==> src/sv/pbrb_pkg.sv <==
// Package for the particle boundary region binner: region codes, side codes and the region map.
`timescale 1ns / 1ps

package pbrb_pkg;

    localparam int COORD_WIDTH_DEFAULT = 32;

    localparam int REGION_WIDTH  = 5;
    localparam int COUNT_WIDTH   = 17;
    localparam int NUMBER_WIDTH  = 16;
    localparam int CFG_IDX_WIDTH = 3;
    localparam int NUM_REGIONS   = 26;

    // Counters stop at this value.
    localparam logic [COUNT_WIDTH-1:0] SLOT_LIMIT = 17'h10000;

    localparam logic [REGION_WIDTH-1:0] FACE_X_BASE   = 5'd0;
    localparam logic [REGION_WIDTH-1:0] FACE_Y_BASE   = 5'd2;
    localparam logic [REGION_WIDTH-1:0] FACE_Z_BASE   = 5'd4;
    localparam logic [REGION_WIDTH-1:0] EDGE_XY_BASE  = 5'd6;
    localparam logic [REGION_WIDTH-1:0] EDGE_XZ_BASE  = 5'd10;
    localparam logic [REGION_WIDTH-1:0] EDGE_YZ_BASE  = 5'd14;
    localparam logic [REGION_WIDTH-1:0] VERTEX_BASE   = 5'd18;
    localparam logic [REGION_WIDTH-1:0] LAST_REGION   = 5'd25;
    localparam logic [REGION_WIDTH-1:0] CODE_INSIDE   = 5'd26;
    localparam logic [REGION_WIDTH-1:0] CODE_DEAD     = 5'd27;

    localparam logic [CFG_IDX_WIDTH-1:0] REG_X_LOW  = 3'd0;
    localparam logic [CFG_IDX_WIDTH-1:0] REG_X_HIGH = 3'd1;
    localparam logic [CFG_IDX_WIDTH-1:0] REG_Y_LOW  = 3'd2;
    localparam logic [CFG_IDX_WIDTH-1:0] REG_Y_HIGH = 3'd3;
    localparam logic [CFG_IDX_WIDTH-1:0] REG_Z_LOW  = 3'd4;
    localparam logic [CFG_IDX_WIDTH-1:0] REG_Z_HIGH = 3'd5;

    localparam logic       KIND_PARTICLE = 1'b0;
    localparam logic       KIND_REPORT   = 1'b1;

    typedef enum logic [1:0] {
        SIDE_IN   = 2'd0,
        SIDE_LOW  = 2'd1,
        SIDE_HIGH = 2'd2
    } side_t;

    typedef struct packed {
        side_t sx;
        side_t sy;
        side_t sz;
    } sides_t;

    // Maps the three per-axis sides to a region code.
    function automatic logic [REGION_WIDTH-1:0] region_of(sides_t s);
        logic                    ox;
        logic                    oy;
        logic                    oz;
        logic                    hx;
        logic                    hy;
        logic                    hz;
        logic [1:0]              n;
        logic [REGION_WIDTH-1:0] code;
        begin
            ox = (s.sx != SIDE_IN);
            oy = (s.sy != SIDE_IN);
            oz = (s.sz != SIDE_IN);
            hx = (s.sx == SIDE_HIGH);
            hy = (s.sy == SIDE_HIGH);
            hz = (s.sz == SIDE_HIGH);
            n  = {1'b0, ox} + {1'b0, oy} + {1'b0, oz};
            case (n)
                2'd0: code = CODE_INSIDE;
                2'd1:
                begin
                    if (ox)
                        code = FACE_X_BASE + {4'b0, hx};
                    else if (oy)
                        code = FACE_Y_BASE + {4'b0, hy};
                    else
                        code = FACE_Z_BASE + {4'b0, hz};
                end
                2'd2:
                begin
                    if (!oz)
                        code = EDGE_XY_BASE + {3'b0, hx, hy};
                    else if (!oy)
                        code = EDGE_XZ_BASE + {3'b0, hx, hz};
                    else
                        code = EDGE_YZ_BASE + {3'b0, hy, hz};
                end
                default: code = VERTEX_BASE + {2'b0, hx, hy, hz};
            endcase
            return code;
        end
    endfunction

endpackage

==> src/sv/pbrb_classify.sv <==
// Per-axis bound comparison and region lookup for one particle.
`timescale 1ns / 1ps

module pbrb_classify #(
    parameter int COORD_WIDTH = pbrb_pkg::COORD_WIDTH_DEFAULT
) (
    input  logic signed [COORD_WIDTH-1:0]        pos_x,
    input  logic signed [COORD_WIDTH-1:0]        pos_y,
    input  logic signed [COORD_WIDTH-1:0]        pos_z,
    input  logic signed [COORD_WIDTH-1:0]        x_low,
    input  logic signed [COORD_WIDTH-1:0]        x_high,
    input  logic signed [COORD_WIDTH-1:0]        y_low,
    input  logic signed [COORD_WIDTH-1:0]        y_high,
    input  logic signed [COORD_WIDTH-1:0]        z_low,
    input  logic signed [COORD_WIDTH-1:0]        z_high,
    input  logic                                 dead,
    output logic [pbrb_pkg::REGION_WIDTH-1:0]    region
);
    import pbrb_pkg::*;

    sides_t sides;

    // The below-low test wins when the bounds cross.
    always_comb
    begin
        sides.sx = (pos_x < x_low) ? SIDE_LOW : ((pos_x > x_high) ? SIDE_HIGH : SIDE_IN);
        sides.sy = (pos_y < y_low) ? SIDE_LOW : ((pos_y > y_high) ? SIDE_HIGH : SIDE_IN);
        sides.sz = (pos_z < z_low) ? SIDE_LOW : ((pos_z > z_high) ? SIDE_HIGH : SIDE_IN);
    end

    assign region = dead ? CODE_DEAD : region_of(sides);

endmodule

==> src/sv/particle_boundary_region_binner.sv <==
// Top level of the particle boundary region binner.
`timescale 1ns / 1ps

// Bins a stream of particles into the 26 exit regions of a 3-D patch. One particle
// transaction is taken per clock while in_stall is low; its classification is loaded
// from the input register into the output register, which each hold one transaction,
// so the stream runs at one particle per cycle whenever the downstream side does not
// stall and no count reports are being sent. The slot of a particle in one of the 26
// regions is the count of earlier particles of that region in the batch, read from and
// incremented in a bank of 26 counters in the same cycle. After the particle flagged
// batch_last, the block sends 26 count reports, one per cycle in region order while
// the output does not stall, through the same output register; the particle path holds
// meanwhile (one further particle may wait in the input register). The particle number
// clears when the batch_last particle leaves the input register, and the counters clear
// with the last report. Bound registers reset to zero; the user must write them through
// the cfg port only while the block is idle, and the block itself does not enforce this.
module particle_boundary_region_binner #(
    parameter int COORD_WIDTH = pbrb_pkg::COORD_WIDTH_DEFAULT
) (
    input  logic                                  clk,
    input  logic                                  rst_n,
    input  logic                                  cfg_write,
    input  logic [pbrb_pkg::CFG_IDX_WIDTH-1:0]    cfg_index,
    input  logic [COORD_WIDTH-1:0]                cfg_data,
    input  logic                                  in_valid,
    output logic                                  in_stall,
    input  logic signed [COORD_WIDTH-1:0]         pos_x,
    input  logic signed [COORD_WIDTH-1:0]         pos_y,
    input  logic signed [COORD_WIDTH-1:0]         pos_z,
    input  logic                                  dead_flag,
    input  logic                                  batch_last,
    output logic                                  out_valid,
    input  logic                                  out_stall,
    output logic                                  report_kind,
    output logic [pbrb_pkg::REGION_WIDTH-1:0]     region_code,
    output logic [pbrb_pkg::COUNT_WIDTH-1:0]      slot_or_count,
    output logic [pbrb_pkg::NUMBER_WIDTH-1:0]     particle_number,
    output logic                                  result_last
);
    import pbrb_pkg::*;

    logic signed [COORD_WIDTH-1:0] x_low_reg;
    logic signed [COORD_WIDTH-1:0] x_high_reg;
    logic signed [COORD_WIDTH-1:0] y_low_reg;
    logic signed [COORD_WIDTH-1:0] y_high_reg;
    logic signed [COORD_WIDTH-1:0] z_low_reg;
    logic signed [COORD_WIDTH-1:0] z_high_reg;

    logic                          in_valid_reg;
    logic                          in_valid_next;
    logic signed [COORD_WIDTH-1:0] pos_x_reg;
    logic signed [COORD_WIDTH-1:0] pos_y_reg;
    logic signed [COORD_WIDTH-1:0] pos_z_reg;
    logic                          dead_reg;
    logic                          last_reg;

    logic [COUNT_WIDTH-1:0]        count_reg [NUM_REGIONS];
    logic [NUMBER_WIDTH-1:0]       position_reg;
    logic [NUMBER_WIDTH-1:0]       position_next;
    logic                          rpt_active_reg;
    logic                          rpt_active_next;
    logic [REGION_WIDTH-1:0]       rpt_idx_reg;
    logic [REGION_WIDTH-1:0]       rpt_idx_next;

    logic                          out_valid_reg;
    logic                          out_valid_next;
    logic                          kind_reg;
    logic [REGION_WIDTH-1:0]       code_reg;
    logic [COUNT_WIDTH-1:0]        count_out_reg;
    logic [NUMBER_WIDTH-1:0]       number_reg;
    logic                          last_out_reg;

    logic                          in_take;
    logic                          out_free;
    logic                          advance;
    logic                          rpt_load;
    logic                          rpt_done;
    logic [REGION_WIDTH-1:0]       region;
    logic                          is_region;
    logic [COUNT_WIDTH-1:0]        slot;
    logic                          bump;

    // Bound registers.
    always_ff @(posedge clk or negedge rst_n)
    begin
        if (!rst_n)
        begin
            x_low_reg  <= '0;
            x_high_reg <= '0;
            y_low_reg  <= '0;
            y_high_reg <= '0;
            z_low_reg  <= '0;
            z_high_reg <= '0;
        end
        else if (cfg_write)
        begin
            unique case (cfg_index)
                REG_X_LOW:  x_low_reg  <= cfg_data;
                REG_X_HIGH: x_high_reg <= cfg_data;
                REG_Y_LOW:  y_low_reg  <= cfg_data;
                REG_Y_HIGH: y_high_reg <= cfg_data;
                REG_Z_LOW:  z_low_reg  <= cfg_data;
                REG_Z_HIGH: z_high_reg <= cfg_data;
                default: ;
            endcase
        end
    end

    assign out_free = !out_valid_reg || !out_stall;
    assign advance  = in_valid_reg && !rpt_active_reg && out_free;
    assign rpt_load = rpt_active_reg && out_free;
    assign rpt_done = rpt_load && (rpt_idx_reg == LAST_REGION);
    assign in_stall = in_valid_reg && !advance;
    assign in_take  = in_valid && !in_stall;

    pbrb_classify #(
        .COORD_WIDTH(COORD_WIDTH)
    ) u_classify (
        .pos_x  (pos_x_reg),
        .pos_y  (pos_y_reg),
        .pos_z  (pos_z_reg),
        .x_low  (x_low_reg),
        .x_high (x_high_reg),
        .y_low  (y_low_reg),
        .y_high (y_high_reg),
        .z_low  (z_low_reg),
        .z_high (z_high_reg),
        .dead   (dead_reg),
        .region (region)
    );

    assign is_region = (region <= LAST_REGION);
    assign slot      = is_region ? count_reg[region] : '0;
    assign bump      = advance && is_region && (slot < SLOT_LIMIT);

    always_comb
    begin
        in_valid_next = in_valid_reg;
        if (in_take)
            in_valid_next = 1'b1;
        else if (advance)
            in_valid_next = 1'b0;

        position_next = position_reg;
        if (advance)
            position_next = last_reg ? '0 : position_reg + 1'b1;

        rpt_active_next = rpt_active_reg;
        rpt_idx_next    = rpt_idx_reg;
        if (advance && last_reg)
        begin
            rpt_active_next = 1'b1;
            rpt_idx_next    = '0;
        end
        else if (rpt_load)
        begin
            rpt_active_next = !rpt_done;
            rpt_idx_next    = rpt_idx_reg + 1'b1;
        end

        if (advance || rpt_load)
            out_valid_next = 1'b1;
        else if (out_free)
            out_valid_next = 1'b0;
        else
            out_valid_next = out_valid_reg;
    end

    always_ff @(posedge clk or negedge rst_n)
    begin
        if (!rst_n)
        begin
            in_valid_reg   <= 1'b0;
            position_reg   <= '0;
            rpt_active_reg <= 1'b0;
            rpt_idx_reg    <= '0;
            out_valid_reg  <= 1'b0;
        end
        else
        begin
            in_valid_reg   <= in_valid_next;
            position_reg   <= position_next;
            rpt_active_reg <= rpt_active_next;
            rpt_idx_reg    <= rpt_idx_next;
            out_valid_reg  <= out_valid_next;
        end
    end

    // Region counters clear together with the final count report.
    always_ff @(posedge clk or negedge rst_n)
    begin
        if (!rst_n)
        begin
            for (int i = 0; i < NUM_REGIONS; i++)
                count_reg[i] <= '0;
        end
        else if (rpt_done)
        begin
            for (int i = 0; i < NUM_REGIONS; i++)
                count_reg[i] <= '0;
        end
        else if (bump)
        begin
            count_reg[region] <= slot + 1'b1;
        end
    end

    always_ff @(posedge clk)
    begin
        if (in_take)
        begin
            pos_x_reg <= pos_x;
            pos_y_reg <= pos_y;
            pos_z_reg <= pos_z;
            dead_reg  <= dead_flag;
            last_reg  <= batch_last;
        end

        if (advance)
        begin
            kind_reg      <= KIND_PARTICLE;
            code_reg      <= region;
            count_out_reg <= slot;
            number_reg    <= position_reg;
            last_out_reg  <= 1'b0;
        end
        else if (rpt_load)
        begin
            kind_reg      <= KIND_REPORT;
            code_reg      <= rpt_idx_reg;
            count_out_reg <= count_reg[rpt_idx_reg];
            number_reg    <= '0;
            last_out_reg  <= (rpt_idx_reg == LAST_REGION);
        end
    end

    assign out_valid       = out_valid_reg;
    assign report_kind     = kind_reg;
    assign region_code     = code_reg;
    assign slot_or_count   = count_out_reg;
    assign particle_number = number_reg;
    assign result_last     = last_out_reg;

endmodule

==> config.mk <==
export PLATFORM = sky130hd
export DESIGN_NAME = particle_boundary_region_binner
export DESIGN_NICKNAME = d
export VERILOG_FILES = /design/src/sv/pbrb_pkg.sv /design/src/sv/pbrb_classify.sv /design/src/sv/particle_boundary_region_binner.sv
export SDC_FILE = /design/constraint.sdc
export NUM_CORES = 2
export LEC_CHECK = 0
export BUFFER_PORTS_ARGS = -buffer_cell sky130_fd_sc_hd__buf_2
export CORE_MARGIN = 5
export CORE_UTILIZATION = 25
export DETAILED_ROUTE_END_ITERATION = 16
export GPL_TIMING_DRIVEN = 0
export PLACE_DENSITY = 0.38
export SLEW_MARGIN = 20
export SYNTH_ARGS = -nofsm -noshare
export SYNTH_HDL_FRONTEND = slang
export SYNTH_SLANG_ARGS = --single-unit
==> constraint.sdc <==
create_clock -name clk -period 20.6 [get_ports clk]
set_clock_uncertainty 0.2 [all_clocks]
set_input_delay 2.06 -clock clk [delete_from_list [all_inputs] [get_ports clk]]
set_output_delay 2.06 -clock clk [all_outputs]
set_load 0.005 [all_outputs]
==> run summary <==
hold path cells: 2
Seq/Total Area, Yosys: 48.6%
ranking of synthesized cells by area: dfrtp_1, edfxtp_1, o21ai_0
total gr overflow: 0
hold-fix buffers at CTS: 0
Die X-Extent: 422 um
async set-reset flop share out of synthesis: 82.7%
Worst Path Required: 20.95 ns
final core utilization: 29.7%
routed vias: 36.1k
Max VDD drop: 0.0905 mV
crit path max fanout: 10
fin nets: 4798
synth unique cells: 103
net switching power: 0.00358 W
CTS tree: built
clk_lat worst skew: 0.76 ns
Net Sw Frac: 48.3%
post-layout min period: 12.51 ns
core region area: 0.169 mm^2
final worst path period share: 60.7%
number of global-route vias before repair: 36.1k
Synth Cell Area: 0.0424 mm^2
actual slew at the worst max-slew pin: 1.27 ns
I/O pin total: 180
Synth top area share: 38.8%
number of antenna-violating nets in the routed design: 0
synthesis-to-finish area growth: 18.3%
CTS max path bufs: 3
internal power: 0.00383 W
Post-Syn Instances: 4157
CP top delay family: buffers and inverters
Syn Area/Cell: 10.2 um^2
Pleak: 21.1 nW
clock power share: 25.2%
synth warn: 0
MaxCap Viol Count: 0
commonest cells in the netlist: dfrtp_1, o21ai_0, nand3_1
RSZ-0062 raised after global routing: no
layout cells sized above 1: 15.6%
max FFs per register: 442
final hold viol count: 0
Setup TNS: 0 ns
port bufs: 177
initial antenna violation count: 12
Rows: 151
data arrival time of the worst path: 12.87 ns
Setup Viol. Count Final: 0
wire per inst: 29.8 um
synthesized flop and latch total: 796
clock slew at reported path FFs: 0.06 ns
total track usage: 22.1%
Startpoint Class: register
combinational share of power: 47.6%
Hold Path Class: reg2reg
Final Max Slew Viols: 0
DR vias/cell: 5.33
CP max stage delay: 0.90 ns
final WL: 202 mm
Max-Slew Margin vs Limit: 15.2%
Most used DFF post-synth: dfrtp_1
area leader, netlist: dfrtp_1
CP Class: reg2reg
Die H: 422 um
First-pass DRT Iterations: 6
Seq pwr share: 27.2%
critical hold path startpoint: result_last
Sink Count: 796
reg2reg end: count_reg[146]
largest net degree at the start of global routing: 86
Detail Placement HPWL: 148 mm
Initial Util: 25.1%
R2R depth: 29
first-pass GRT wire length: 283 mm
Max Fclk: 79.9 MHz
Worst Path Buf+Inv: 9
Root Driver: clkbuf_16
post-cts gate resize count: 0
RePlAce Congestion: 0.985
Cell Pwr Density: 148 mW/mm^2
status: completed
drt first-iter violations: 3687
Post-synth EDFFs: 136
Hold Path Sink: result_last
Crit. End Element: register
Post-CTS Setup Repair Bufs: 0
slowest CP cell: clkbuf_1
count leader, synth: dfrtp_1
die area: 0.178 mm^2
Mapped Nets: 4490
filler cell count: 17.7k
CTS Buf Count: 103
H-tree Lvls: 3
DRC viols: 0
Reg-to-Reg Start: pos_z_reg[31]
reg-to-reg slack, setup: 8.09 ns
[power by group through the flow]
| stage | Clock [W] | Sequential, W | Combinational [W] |
|---|---|---|---|
| 6_report | 0.00187 | 0.00201 | 0.00353 |
| 5_1_grt | 0.00198 | 0.00204 | 0.00359 |
| 4_1_cts | 0.00192 | 0.00201 | 0.00342 |
| 3_5_place_dp | 0 | 0.00204 | 0.00340 |
| 3_3_place_gp | 0 | 0.00204 | 0.00336 |
| 2_1_floorplan | 0 | 0.00198 | 0.00168 |
[layout by cell type (no fill, tap or decap), drive strengths merged, types with 13 or more instances in the layout]
cell type / count
mux4: 87
inv: 211
mux2i: 218
nor4: 16
dfrtp: 658
a21o: 22
edfxtp: 136
clkinv: 37
and2: 23
nand4: 53
clkbuf: 376
o311ai: 15
buf: 286
ha: 194
nor2: 102
a22oi: 17
nor3: 24
mux2: 109
a21oi: 127
o22ai: 23
o21ai: 654
o211ai: 39
xnor2: 13
nand2: 409
nand3: 500
[worst reg2reg max path: cells and delay by family (launching register included)]
family | cells | cell delay, ns
AND/OR/NAND/NOR | 8 | 3.04
multiplexers | 2 | 0.42
buffers and inverters | 9 | 4.10
flip-flops | 1 | 0.44
AO/OA/AOI/OAI | 6 | 2.01
XOR/XNOR | 1 | 0.75
adder cells (fa/ha/maj) | 3 | 1.37
[through the flow]
step           setup WS, ns  instances  hold slack [ns]  total power, W  cell area, um^2
2_1_floorplan         12.44       4157            0.251         0.00366            42400
3_3_place_gp           1.14       6552            0.279         0.00540            46100
3_5_place_dp           8.38       6578            0.291         0.00544            46700
4_1_cts                8.33       6772            0.300         0.00734            50200
5_1_grt                7.76       6772            0.317         0.00760            50200
6_report               8.09       6774            0.297         0.00741            50200
[how the worst max path moves through the flow]
stage,endpoint,from,cells past startpoint
3_3_place_gp,y_low_reg[6],rst_n,1
6_report,count_reg[146],pos_z_reg[31],29
4_1_cts,count_reg[78],pos_x_reg[5],30
3_5_place_dp,count_reg[44],pos_x_reg[5],30
5_1_grt,count_reg[163],pos_z_reg[31],29
2_1_floorplan,dead_reg,out_stall,7
[metal layers]
| layer | GRT usage, % | wire length [um] | vias to the layer above |
|---|---|---|---|
| met5 | 0 | 37 | - |
| met4 | 11.5 | 12500 | 6 |
| li1 | - | - | 15731 |
| met3 | 5.03 | 15700 | 452 |
| met2 | 34.0 | 88500 | 1570 |
| met1 | 29.1 | 85300 | 18367 |
[cell families (layout without fill, tap and decap cells)]
family | count (synthesis) | count (layout) | synth area share [%]
DFF | 796 | 796 | 48.6
AOI/OAI and AO/OA | 1001 | 1001 | 13.7
buffers and inverters | 528 | 925 | 5.18
and+or+nand+nor | 1199 | 1199 | 13.5
xor gates and xnor gates | 24 | 24 | 0.602
other | 0 | 2 | 0
muxes | 414 | 414 | 12.7
adders and majority gates | 195 | 195 | 5.77
[area by class of cell]
cell class              count  area, um^2  share of cell area (%)
diodes                      2        5.00                 0.00997
plain buffers             318        1420                    2.84
clock buffers             141        2880                    5.74
clock inverters            53         567                    1.13
inverters                 210         788                    1.57
multi-input cells        2833       19700                    39.3
flip-flops and latches    796       20600                    41.0
well taps                2218        2780                    5.53
repair buffers            203        1420                    2.83
Note: power is estimated with default switching activity, not from simulation.
